--- src/rtl/core/weight_on_wheels_flight_timer_defines.svh ---
// Assertion macros for the weight-on-wheels flight timer.
`ifndef WEIGHT_ON_WHEELS_FLIGHT_TIMER_DEFINES_SVH
`define WEIGHT_ON_WHEELS_FLIGHT_TIMER_DEFINES_SVH

`ifndef SYNTHESIS
// Same-cycle implication, checked at every rising clock edge out of reset.
`define WOWFT_ASSERT_NOW(label, ante, cons) \
	label: assert property (@(posedge clk) disable iff (!arst_n) (ante) |-> (cons)) \
		else $error("wowft check failed");
// Next-cycle implication, checked at every rising clock edge out of reset.
`define WOWFT_ASSERT_NEXT(label, ante, cons) \
	label: assert property (@(posedge clk) disable iff (!arst_n) (ante) |=> (cons)) \
		else $error("wowft check failed");
`else
`define WOWFT_ASSERT_NOW(label, ante, cons)
`define WOWFT_ASSERT_NEXT(label, ante, cons)
`endif

`endif

--- src/rtl/core/wowft_pkg.sv ---
// Package with the shared types and constants of the weight-on-wheels flight timer.
package wowft_pkg;

	// Width of all time stamps and elapsed times.
	localparam int TIME_BITS = 32;
	// Width of the confirmation time register.
	localparam int CFG_BITS = 16;
	// Confirmation time after reset, in milliseconds.
	localparam logic [CFG_BITS-1:0] CONFIRM_RESET = CFG_BITS'(2);

	// Pending confirmation code; the unused code reads as none pending.
	typedef enum logic [1:0] {
		MODE_NONE    = 2'd0,
		MODE_TAKEOFF = 2'd1,
		MODE_LANDING = 2'd2
	} mode_t;

	// Architectural state carried from one word to the next.
	typedef struct packed {
		logic                 airborne;
		mode_t                confirm_state;
		logic [TIME_BITS-1:0] window_start;
		logic [TIME_BITS-1:0] ground_stamp;
		logic [TIME_BITS-1:0] flight_elapsed;
		logic [TIME_BITS-1:0] flight_record;
	} state_t;

	// One result word as held in the output register.
	typedef struct packed {
		logic                 on_ground;
		logic [1:0]           pending_mode;
		logic [TIME_BITS-1:0] current_flight_ms;
		logic [TIME_BITS-1:0] longest_flight_ms;
		logic [TIME_BITS-1:0] last_ground_ms;
		logic                 switch_echo;
	} result_t;

endpackage

--- src/rtl/core/wowft_sample_if.sv ---
// Channel interface for switch samples.
interface wowft_sample_if;
	import wowft_pkg::*;

	logic                 valid;
	logic                 ready;
	logic                 switch_closed;
	logic [TIME_BITS-1:0] now_ms;

	modport source (output valid, output switch_closed, output now_ms, input ready);
	modport sink (input valid, input switch_closed, input now_ms, output ready);
endinterface

--- src/rtl/core/wowft_result_if.sv ---
// Channel interface for status and timer results.
interface wowft_result_if;
	import wowft_pkg::*;

	logic                 valid;
	logic                 ready;
	logic                 on_ground;
	logic [1:0]           pending_mode;
	logic [TIME_BITS-1:0] current_flight_ms;
	logic [TIME_BITS-1:0] longest_flight_ms;
	logic [TIME_BITS-1:0] last_ground_ms;
	logic                 switch_echo;

	modport source (
		output valid, output on_ground, output pending_mode, output current_flight_ms,
		output longest_flight_ms, output last_ground_ms, output switch_echo, input ready
	);
	modport sink (
		input valid, input on_ground, input pending_mode, input current_flight_ms,
		input longest_flight_ms, input last_ground_ms, input switch_echo, output ready
	);
endinterface

--- src/rtl/core/wowft_cfg_if.sv ---
// Write channel interface for the confirmation time register.
interface wowft_cfg_if;
	import wowft_pkg::*;

	logic                valid;
	logic                ready;
	logic [CFG_BITS-1:0] confirm_ms;

	modport source (output valid, output confirm_ms, input ready);
	modport sink (input valid, input confirm_ms, output ready);
endinterface

--- src/rtl/core/weight_on_wheels_flight_timer.sv ---
// Top level of the weight-on-wheels flight timer: sample register, update logic, result register.
`include "weight_on_wheels_flight_timer_defines.svh"

// Debounces a ground-contact switch against a programmable confirmation time and
// tracks flight time. Every sample word yields exactly one result word. A sample is
// captured in an input register and, in the cycle it moves on, the update logic reads
// the confirmed status and timers, computes the new values and loads them together
// with the result register. A sample passes the input register, then the result
// register. One sample per cycle is sustained while results are taken, limited by the
// status update that each sample needs from the one before it. While a result waits,
// an empty input register still takes one sample. The confirmation time register may
// be written at any cycle while no sample is in flight; it is always ready.
module weight_on_wheels_flight_timer (
	input logic            clk,
	input logic            arst_n,
	wowft_sample_if.sink   sample,
	wowft_result_if.source result,
	wowft_cfg_if.sink      cfg
);
	import wowft_pkg::*;

	logic                 valid_s1;
	logic                 sw_s1;
	logic [TIME_BITS-1:0] now_s1;
	logic                 valid_s2;
	result_t              res_s2;
	state_t               state_q;
	logic [CFG_BITS-1:0]  confirm_q;
	state_t               state_nxt;
	result_t              res_nxt;
	logic                 adv;
	logic                 s2_free;

	// Handshake: the pipeline moves whenever the next stage is empty or drained.
	assign s2_free      = !valid_s2 || result.ready;
	assign adv          = valid_s1 && s2_free;
	assign sample.ready = !valid_s1 || s2_free;
	assign cfg.ready    = 1'b1;

	// Confirmation time register.
	always_ff @(posedge clk or negedge arst_n) begin
		if (!arst_n) begin
			confirm_q <= CONFIRM_RESET;
		end else if (cfg.valid) begin
			confirm_q <= cfg.confirm_ms;
		end
	end

	// Input register.
	always_ff @(posedge clk or negedge arst_n) begin
		if (!arst_n) begin
			valid_s1 <= 1'b0;
		end else if (sample.ready) begin
			valid_s1 <= sample.valid;
		end
	end

	always_ff @(posedge clk) begin
		if (sample.valid && sample.ready) begin
			sw_s1  <= sample.switch_closed;
			now_s1 <= sample.now_ms;
		end
	end

	// Status and timer update.
	wowft_step u_step (
		.cur        (state_q),
		.confirm_ms (confirm_q),
		.sw         (sw_s1),
		.now        (now_s1),
		.nxt        (state_nxt),
		.res        (res_nxt)
	);

	always_ff @(posedge clk or negedge arst_n) begin
		if (!arst_n) begin
			state_q <= '{
				airborne: 1'b0, confirm_state: MODE_NONE, window_start: '0,
				ground_stamp: '0, flight_elapsed: '0, flight_record: '0
			};
		end else if (adv) begin
			state_q <= state_nxt;
		end
	end

	// Result register.
	always_ff @(posedge clk or negedge arst_n) begin
		if (!arst_n) begin
			valid_s2 <= 1'b0;
		end else if (s2_free) begin
			valid_s2 <= valid_s1;
		end
	end

	always_ff @(posedge clk) begin
		if (adv) begin
			res_s2 <= res_nxt;
		end
	end

	assign result.valid             = valid_s2;
	assign result.on_ground         = res_s2.on_ground;
	assign result.pending_mode      = res_s2.pending_mode;
	assign result.current_flight_ms = res_s2.current_flight_ms;
	assign result.longest_flight_ms = res_s2.longest_flight_ms;
	assign result.last_ground_ms    = res_s2.last_ground_ms;
	assign result.switch_echo       = res_s2.switch_echo;

	// Consistency checks on the status and timers.
	`WOWFT_ASSERT_NOW(a_record_covers_flight, 1'b1, state_q.flight_record >= state_q.flight_elapsed)
	`WOWFT_ASSERT_NOW(a_idle_window_clear, state_q.confirm_state == MODE_NONE, state_q.window_start == '0)
	`WOWFT_ASSERT_NOW(a_landing_from_air, state_q.confirm_state == MODE_LANDING, state_q.airborne)
	`WOWFT_ASSERT_NOW(a_takeoff_from_ground, state_q.confirm_state == MODE_TAKEOFF, !state_q.airborne)
	`WOWFT_ASSERT_NEXT(a_state_holds_on_stall, !adv, $stable(state_q))
endmodule

--- src/rtl/core/wowft_step.sv ---
// Next-state and result logic for one switch sample.
module wowft_step (
	input  wowft_pkg::state_t                    cur,
	input  logic [wowft_pkg::CFG_BITS-1:0]       confirm_ms,
	input  logic                                 sw,
	input  logic [wowft_pkg::TIME_BITS-1:0]      now,
	output wowft_pkg::state_t                    nxt,
	output wowft_pkg::result_t                   res
);
	import wowft_pkg::*;

	logic [TIME_BITS-1:0] held;
	logic [TIME_BITS-1:0] air_elapsed;
	logic                 expired;
	logic                 go_ground;
	logic                 go_air;
	logic                 close_window;

	// Time since the window opened and since the last ground contact, modulo the wrap.
	assign held        = now - cur.window_start;
	assign air_elapsed = now - cur.ground_stamp;
	assign expired     = held > TIME_BITS'(confirm_ms);

	// Decide the transition for this sample.
	always_comb begin
		go_ground    = 1'b0;
		go_air       = 1'b0;
		close_window = 1'b0;
		nxt          = cur;
		unique case (cur.confirm_state)
			MODE_LANDING: begin
				if (sw) begin
					go_ground    = expired;
					close_window = expired;
				end else begin
					close_window = 1'b1;
					go_air       = 1'b1;
				end
			end
			MODE_TAKEOFF: begin
				if (!sw) begin
					go_air       = expired;
					close_window = expired;
				end else begin
					close_window = 1'b1;
					go_ground    = 1'b1;
				end
			end
			default: begin
				nxt.confirm_state = MODE_NONE;
				if (sw && cur.airborne) begin
					nxt.confirm_state = MODE_LANDING;
					nxt.window_start  = now;
				end else if (!sw && !cur.airborne) begin
					nxt.confirm_state = MODE_TAKEOFF;
					nxt.window_start  = now;
				end else begin
					go_ground = sw;
					go_air    = !sw;
				end
			end
		endcase

		if (close_window) begin
			nxt.confirm_state = MODE_NONE;
			nxt.window_start  = '0;
		end
		if (go_ground) begin
			nxt.airborne     = 1'b0;
			nxt.ground_stamp = now;
		end
		if (go_air) begin
			nxt.airborne       = 1'b1;
			nxt.flight_elapsed = air_elapsed;
			if (air_elapsed > cur.flight_record) begin
				nxt.flight_record = air_elapsed;
			end
		end
	end

	// Result word reflects the state after the update.
	always_comb begin
		res.on_ground         = !nxt.airborne;
		res.pending_mode      = nxt.confirm_state;
		res.current_flight_ms = nxt.flight_elapsed;
		res.longest_flight_ms = nxt.flight_record;
		res.last_ground_ms    = nxt.ground_stamp;
		res.switch_echo       = sw;
	end
endmodule

--- src/flat_wrapper.sv ---
// flat-port wrapper written by rule: the top's interface ports become plain ports
module weight_on_wheels_flight_timer_flat import wowft_pkg::*;
  (clk, arst_n, sample_valid, sample_switch_closed, sample_now_ms, sample_ready, result_valid, result_on_ground, result_pending_mode, result_current_flight_ms, result_longest_flight_ms, result_last_ground_ms, result_switch_echo, result_ready, cfg_valid, cfg_confirm_ms, cfg_ready);
  wowft_sample_if sample_i ();
  wowft_result_if result_i ();
  wowft_cfg_if cfg_i ();
  input logic clk;
  input logic arst_n;
  input wire logic [$bits(sample_i.valid)-1:0] sample_valid;
  input wire logic [$bits(sample_i.switch_closed)-1:0] sample_switch_closed;
  input wire logic [$bits(sample_i.now_ms)-1:0] sample_now_ms;
  output wire logic [$bits(sample_i.ready)-1:0] sample_ready;
  output wire logic [$bits(result_i.valid)-1:0] result_valid;
  output wire logic [$bits(result_i.on_ground)-1:0] result_on_ground;
  output wire logic [$bits(result_i.pending_mode)-1:0] result_pending_mode;
  output wire logic [$bits(result_i.current_flight_ms)-1:0] result_current_flight_ms;
  output wire logic [$bits(result_i.longest_flight_ms)-1:0] result_longest_flight_ms;
  output wire logic [$bits(result_i.last_ground_ms)-1:0] result_last_ground_ms;
  output wire logic [$bits(result_i.switch_echo)-1:0] result_switch_echo;
  input wire logic [$bits(result_i.ready)-1:0] result_ready;
  input wire logic [$bits(cfg_i.valid)-1:0] cfg_valid;
  input wire logic [$bits(cfg_i.confirm_ms)-1:0] cfg_confirm_ms;
  output wire logic [$bits(cfg_i.ready)-1:0] cfg_ready;
  assign sample_i.valid = sample_valid;
  assign sample_i.switch_closed = sample_switch_closed;
  assign sample_i.now_ms = sample_now_ms;
  assign sample_ready = sample_i.ready;
  assign result_valid = result_i.valid;
  assign result_on_ground = result_i.on_ground;
  assign result_pending_mode = result_i.pending_mode;
  assign result_current_flight_ms = result_i.current_flight_ms;
  assign result_longest_flight_ms = result_i.longest_flight_ms;
  assign result_last_ground_ms = result_i.last_ground_ms;
  assign result_switch_echo = result_i.switch_echo;
  assign result_i.ready = result_ready;
  assign cfg_i.valid = cfg_valid;
  assign cfg_i.confirm_ms = cfg_confirm_ms;
  assign cfg_ready = cfg_i.ready;
  weight_on_wheels_flight_timer u_core (.clk(clk), .arst_n(arst_n), .sample(sample_i), .result(result_i), .cfg(cfg_i));
endmodule
--- config.mk ---
export PLATFORM = sky130hd
export DESIGN_NAME = weight_on_wheels_flight_timer_flat
export DESIGN_NICKNAME = d
export VERILOG_FILES = /design/src/rtl/core/wowft_pkg.sv /design/src/rtl/core/wowft_sample_if.sv /design/src/rtl/core/wowft_result_if.sv /design/src/rtl/core/wowft_cfg_if.sv /design/src/rtl/core/weight_on_wheels_flight_timer.sv /design/src/rtl/core/wowft_step.sv /design/src/flat_wrapper.sv
export VERILOG_INCLUDE_DIRS = /design/src /design/src/rtl/core
export SDC_FILE = /design/constraint.sdc
export NUM_CORES = 1
export LEC_CHECK = 0
export BUFFER_PORTS_ARGS = -buffer_cell sky130_fd_sc_hd__buf_2
export CAP_MARGIN = 0
export CORE_ASPECT_RATIO = 1.1
export CORE_UTILIZATION = 54
export CTS_BUF_LIST = sky130_fd_sc_hd__clkbuf_16
export DETAILED_ROUTE_END_ITERATION = 7
export MAX_ROUTING_LAYER = met4
export PLACE_DENSITY = 0.77
export SKIP_CTS_REPAIR_TIMING = 1
export SLEW_MARGIN = 40
export SYNTH_ARGS = -nofsm -noshare
export SYNTH_HDL_FRONTEND = slang
export SYNTH_SLANG_ARGS = --single-unit
export TNS_END_PERCENT = 100
--- constraint.sdc ---
create_clock -name clk -period 5.4 [get_ports clk]
set_input_delay 0.54 -clock clk [delete_from_list [all_inputs] [get_ports clk]]
set_output_delay 0.54 -clock clk [all_outputs]
set_load 0.02 [all_outputs]
==> reports/results.ini <==
[pwr]
internal_power_mw=8.596
power.share.combinational=0.612
p_seq_frac=0.262
power.share.clock=0.126
leakagePower_nw=8.868
totalPowerFinal_mw=14.47
switching_share=0.4061
vdd_drop_max_uv=335.0
powerDensity_nw_per_um2=740.8
switchingPower_mw=5.877

[grt]
grt_first_pass_wirelength_um=59130
grt_pass1_vias=11300
grt_max_degree=105
grt.overflow.total=0
grt.total_usage=0.2512
antenna_found_initial=0

[route]
ant_nets=0
drt_pre_antenna_iters=7
drt_iter0_drc=864
drt_wl_total_um=40110
wire_per_inst_um=19.99
vias_per_cell=5.820
drc=13
vias=11680

[timing]
fmax_ghz=0.1887
worst_slew_pin_slew_ns=0.7005
fin_crit_ns=5.299
setup_viol=0
slew_viol_final=0
skew_ns=0.01626
period_share=0.9813
hold_viol_final=0
rsz0062_at_grt=true
maxSlewHeadroom=0.5294

[final_layout]
finalInstanceArea_um2=19540
nFillCells=2042
seq_area_um2=7724
multiInputGateArea_um2=8008
syn_to_final_growth_pct=22.37
fin_nets=1785
drive_above_1_share=0.3331
post-route-util=0.6768
antennaDiodeCount=0

[die]
die-area_um2=30260
die_y_um=182.3
die_x_um=166.0
core_area_um2=28870
start_util=0.5530
row_count=65
io_pins=157

[placement]
io_buffer_count=155
place_hpwl_um=27420
post_dp_cell_area_um2=17590
gp_congestion=0.9413

[clocking]
root_buffer=clkbuf_16
clk_latency_ns=0.55
htreeDepth=1
cts_tree=done
clk_pin_slew_worst_paths_ns=0.07
cts_buffer_depth=3
numCtsBuffers=29
clock_sinks=282

[logic_synthesis]
avgSynthCellArea_um2=11.65
synthCells=1371
ys.flop_type=dfrtp_1
ys_types=71
netlist_area_um2=15970
synth_seq_area_share=0.4837
synth_edf_count=133
ys_async_sr_fraction=0.5284
ys_warn_count=0
syn-num-nets=1539
ys_ff_latch=282

[worst_setup_path]
path_class=reg2reg
cp-end-kind=flip-flop
cp_max_fo=14
reg2reg_slack_ns=0.10
cp_data_required_time_ns=5.82
arrival_ns=5.72
cp-start-kind=flip-flop

[run_status]
violations=DRC
status=complete, but fails checks

[flow_run]
drv_cap=0

[min_path]
hold_path.class=in2reg

sequential cells by signal (all words and copies together) (netlist names):
signal / count
u_core.result.longest_flight_ms: 32
u_core.result.current_flight_ms: 32
u_core.result.valid: 1
u_core.now_s1: 32
u_core.confirm_q: 16
u_core.state_q: 131
u_core.valid_s1: 1
u_core.sw_s1: 1
u_core.result.pending_mode: 2
u_core.result.on_ground: 1
u_core.result.switch_echo: 1
u_core.result.last_ground_ms: 32
worst paths after layout:
path                                   start                   to  cells past startpoint
max in group asynchronous             arst_n   u_core.state_q[40]                      3
hold / removal             sample_now_ms[20]    u_core.now_s1[20]                      1
setup reg to reg            u_core.now_s1[1]   u_core.state_q[54]                     22
hold reg to reg              u_core.valid_s1  u_core.result.valid                      1
setup / recovery            u_core.now_s1[1]   u_core.state_q[54]                     22
min in group asynchronous             arst_n  u_core.state_q[124]                      2
synthesized netlist by cell type (all sizes together), types with 6 or more instances:
master / instances / area (um^2)
a211oi: 9 / 67.56
nor2b: 14 / 87.58
o21bai: 8 / 60.06
ha: 112 / 1401
inv: 132 / 495.5
or3: 7 / 43.79
a21oi: 72 / 375.4
mux2: 187 / 2106
o21ai: 55 / 297.8
a21o: 24 / 180.2
nand3b: 6 / 45.04
mux2i: 7 / 70.07
nor2: 46 / 172.7
or2: 6 / 37.54
nor3: 16 / 80.08
nand2: 66 / 247.7
and3: 6 / 37.54
o31a: 8 / 70.07
dfrtp: 148 / 3704
nand2b: 18 / 112.6
a31oi: 11 / 68.82
nand4: 20 / 140.1
o211ai: 20 / 182.7
a22o: 32 / 280.3
edfxtp: 133 / 3994
clkbuf: 25 / 95.09
nand3: 28 / 140.1
o21a: 14 / 105.1
buf: 24 / 205.2
xor2: 8 / 70.07
xnor2: 41 / 359.1
final cells by class:
type / count / share of cell area
Inverter: 132 / 0.02549
Sequential cell: 282 / 0.3953
Clock inverter: 24 / 0.006340
Timing Repair Buffer: 264 / 0.1023
Multi-Input combinational cell: 908 / 0.4098
Clock buffer: 29 / 0.03714
Tap cell: 368 / 0.02357
power groups by stage:
stage,logic [mW],clock network [mW],registers (mW)
after floorplan,4.98,0,4.06
after global placement,7.17,0,3.76
after detailed placement,7.37,0,3.79
after CTS,7.43,1.84,3.76
after global routing,9.54,1.94,3.88
final,8.86,1.82,3.80
metrics by stage:
step	hold slack, ns	worst slack, ns	setup TNS [ns]	cells
floorplan	0.2444	0.3961	0	1371
global placement	0.4674	-0.2506	-28.44	1920
CTS	0.08637	-0.3477	-42.19	1973
finish	0.1638	0.1010	0	2007
detailed placement	0.4842	-0.2490	-25.12	1920
global route	0.1453	-0.1326	-12.39	2007
worst max-delay path: stages (launching register included):
cell and delay, ns:
edfxtp_1 0.46, ha_1 0.32, nor2b_4 0.14, o31a_1 0.29, o211ai_1 0.28, nand2_1 0.14
a31oi_1 0.19, xnor2_1 0.17, ha_1 0.27, and4_4 0.18, a221oi_2 0.27, o32ai_2 0.13
a2111oi_2 0.30, buf_4 0.17, nand4_1 0.12, nor4_4 0.33, buf_4 0.17, nand4_4 0.21
buf_4 0.23, o21ai_4 0.16, buf_12 0.15, buf_12 0.15, mux2_2 0.35
cells in the final DEF, fill, tap and decap left out, types with 10 or more instances in the layout:
cell	count
mux2_2	91
ha_1	110
nor2b_1	13
nand2b_1	17
o211ai_1	17
inv_1	136
nand2_1	66
mux2_4	93
xnor2_1	39
a21oi_1	60
a22o_1	32
o21ai_0	49
nor2_1	45
edfxtp_1	133
a31oi_1	10
nand3_1	28
buf_2	154
dfrtp_1	148
buf_4	79
nor3_1	15
a21oi_2	11
buf_12	16
clkbuf_16	38
o21a_1	14
a21o_1	24
nand4_1	19
metal layers:
metal | global-route usage | vias to the layer above | part of all wire
li1 | - | 5537 | -
met1 | 0.3349 | 5806 | 0.45
met2 | 0.4138 | 286 | 0.50
met3 | 0.02689 | 52 | 0.040
met4 | 0.06019 | 0 | 0.018
met5 | - | - | 0
cell families (layout without fill, tap and decap cells):
logic type | Yosys count | in the layout | share of synthesized area
buffers and inverters | 181 | 449 | 0.04984
adders and majority gates | 114 | 114 | 0.09027
muxes | 194 | 194 | 0.1363
AOI/OAI and AO/OA | 295 | 295 | 0.1297
xor gates and xnor gates | 49 | 49 | 0.02688
and+or+nand+nor | 255 | 255 | 0.08307
DFF | 282 | 282 | 0.4837
other | 1 | 1 | 0.0002349
Note: power is estimated with default switching activity, not from simulation.
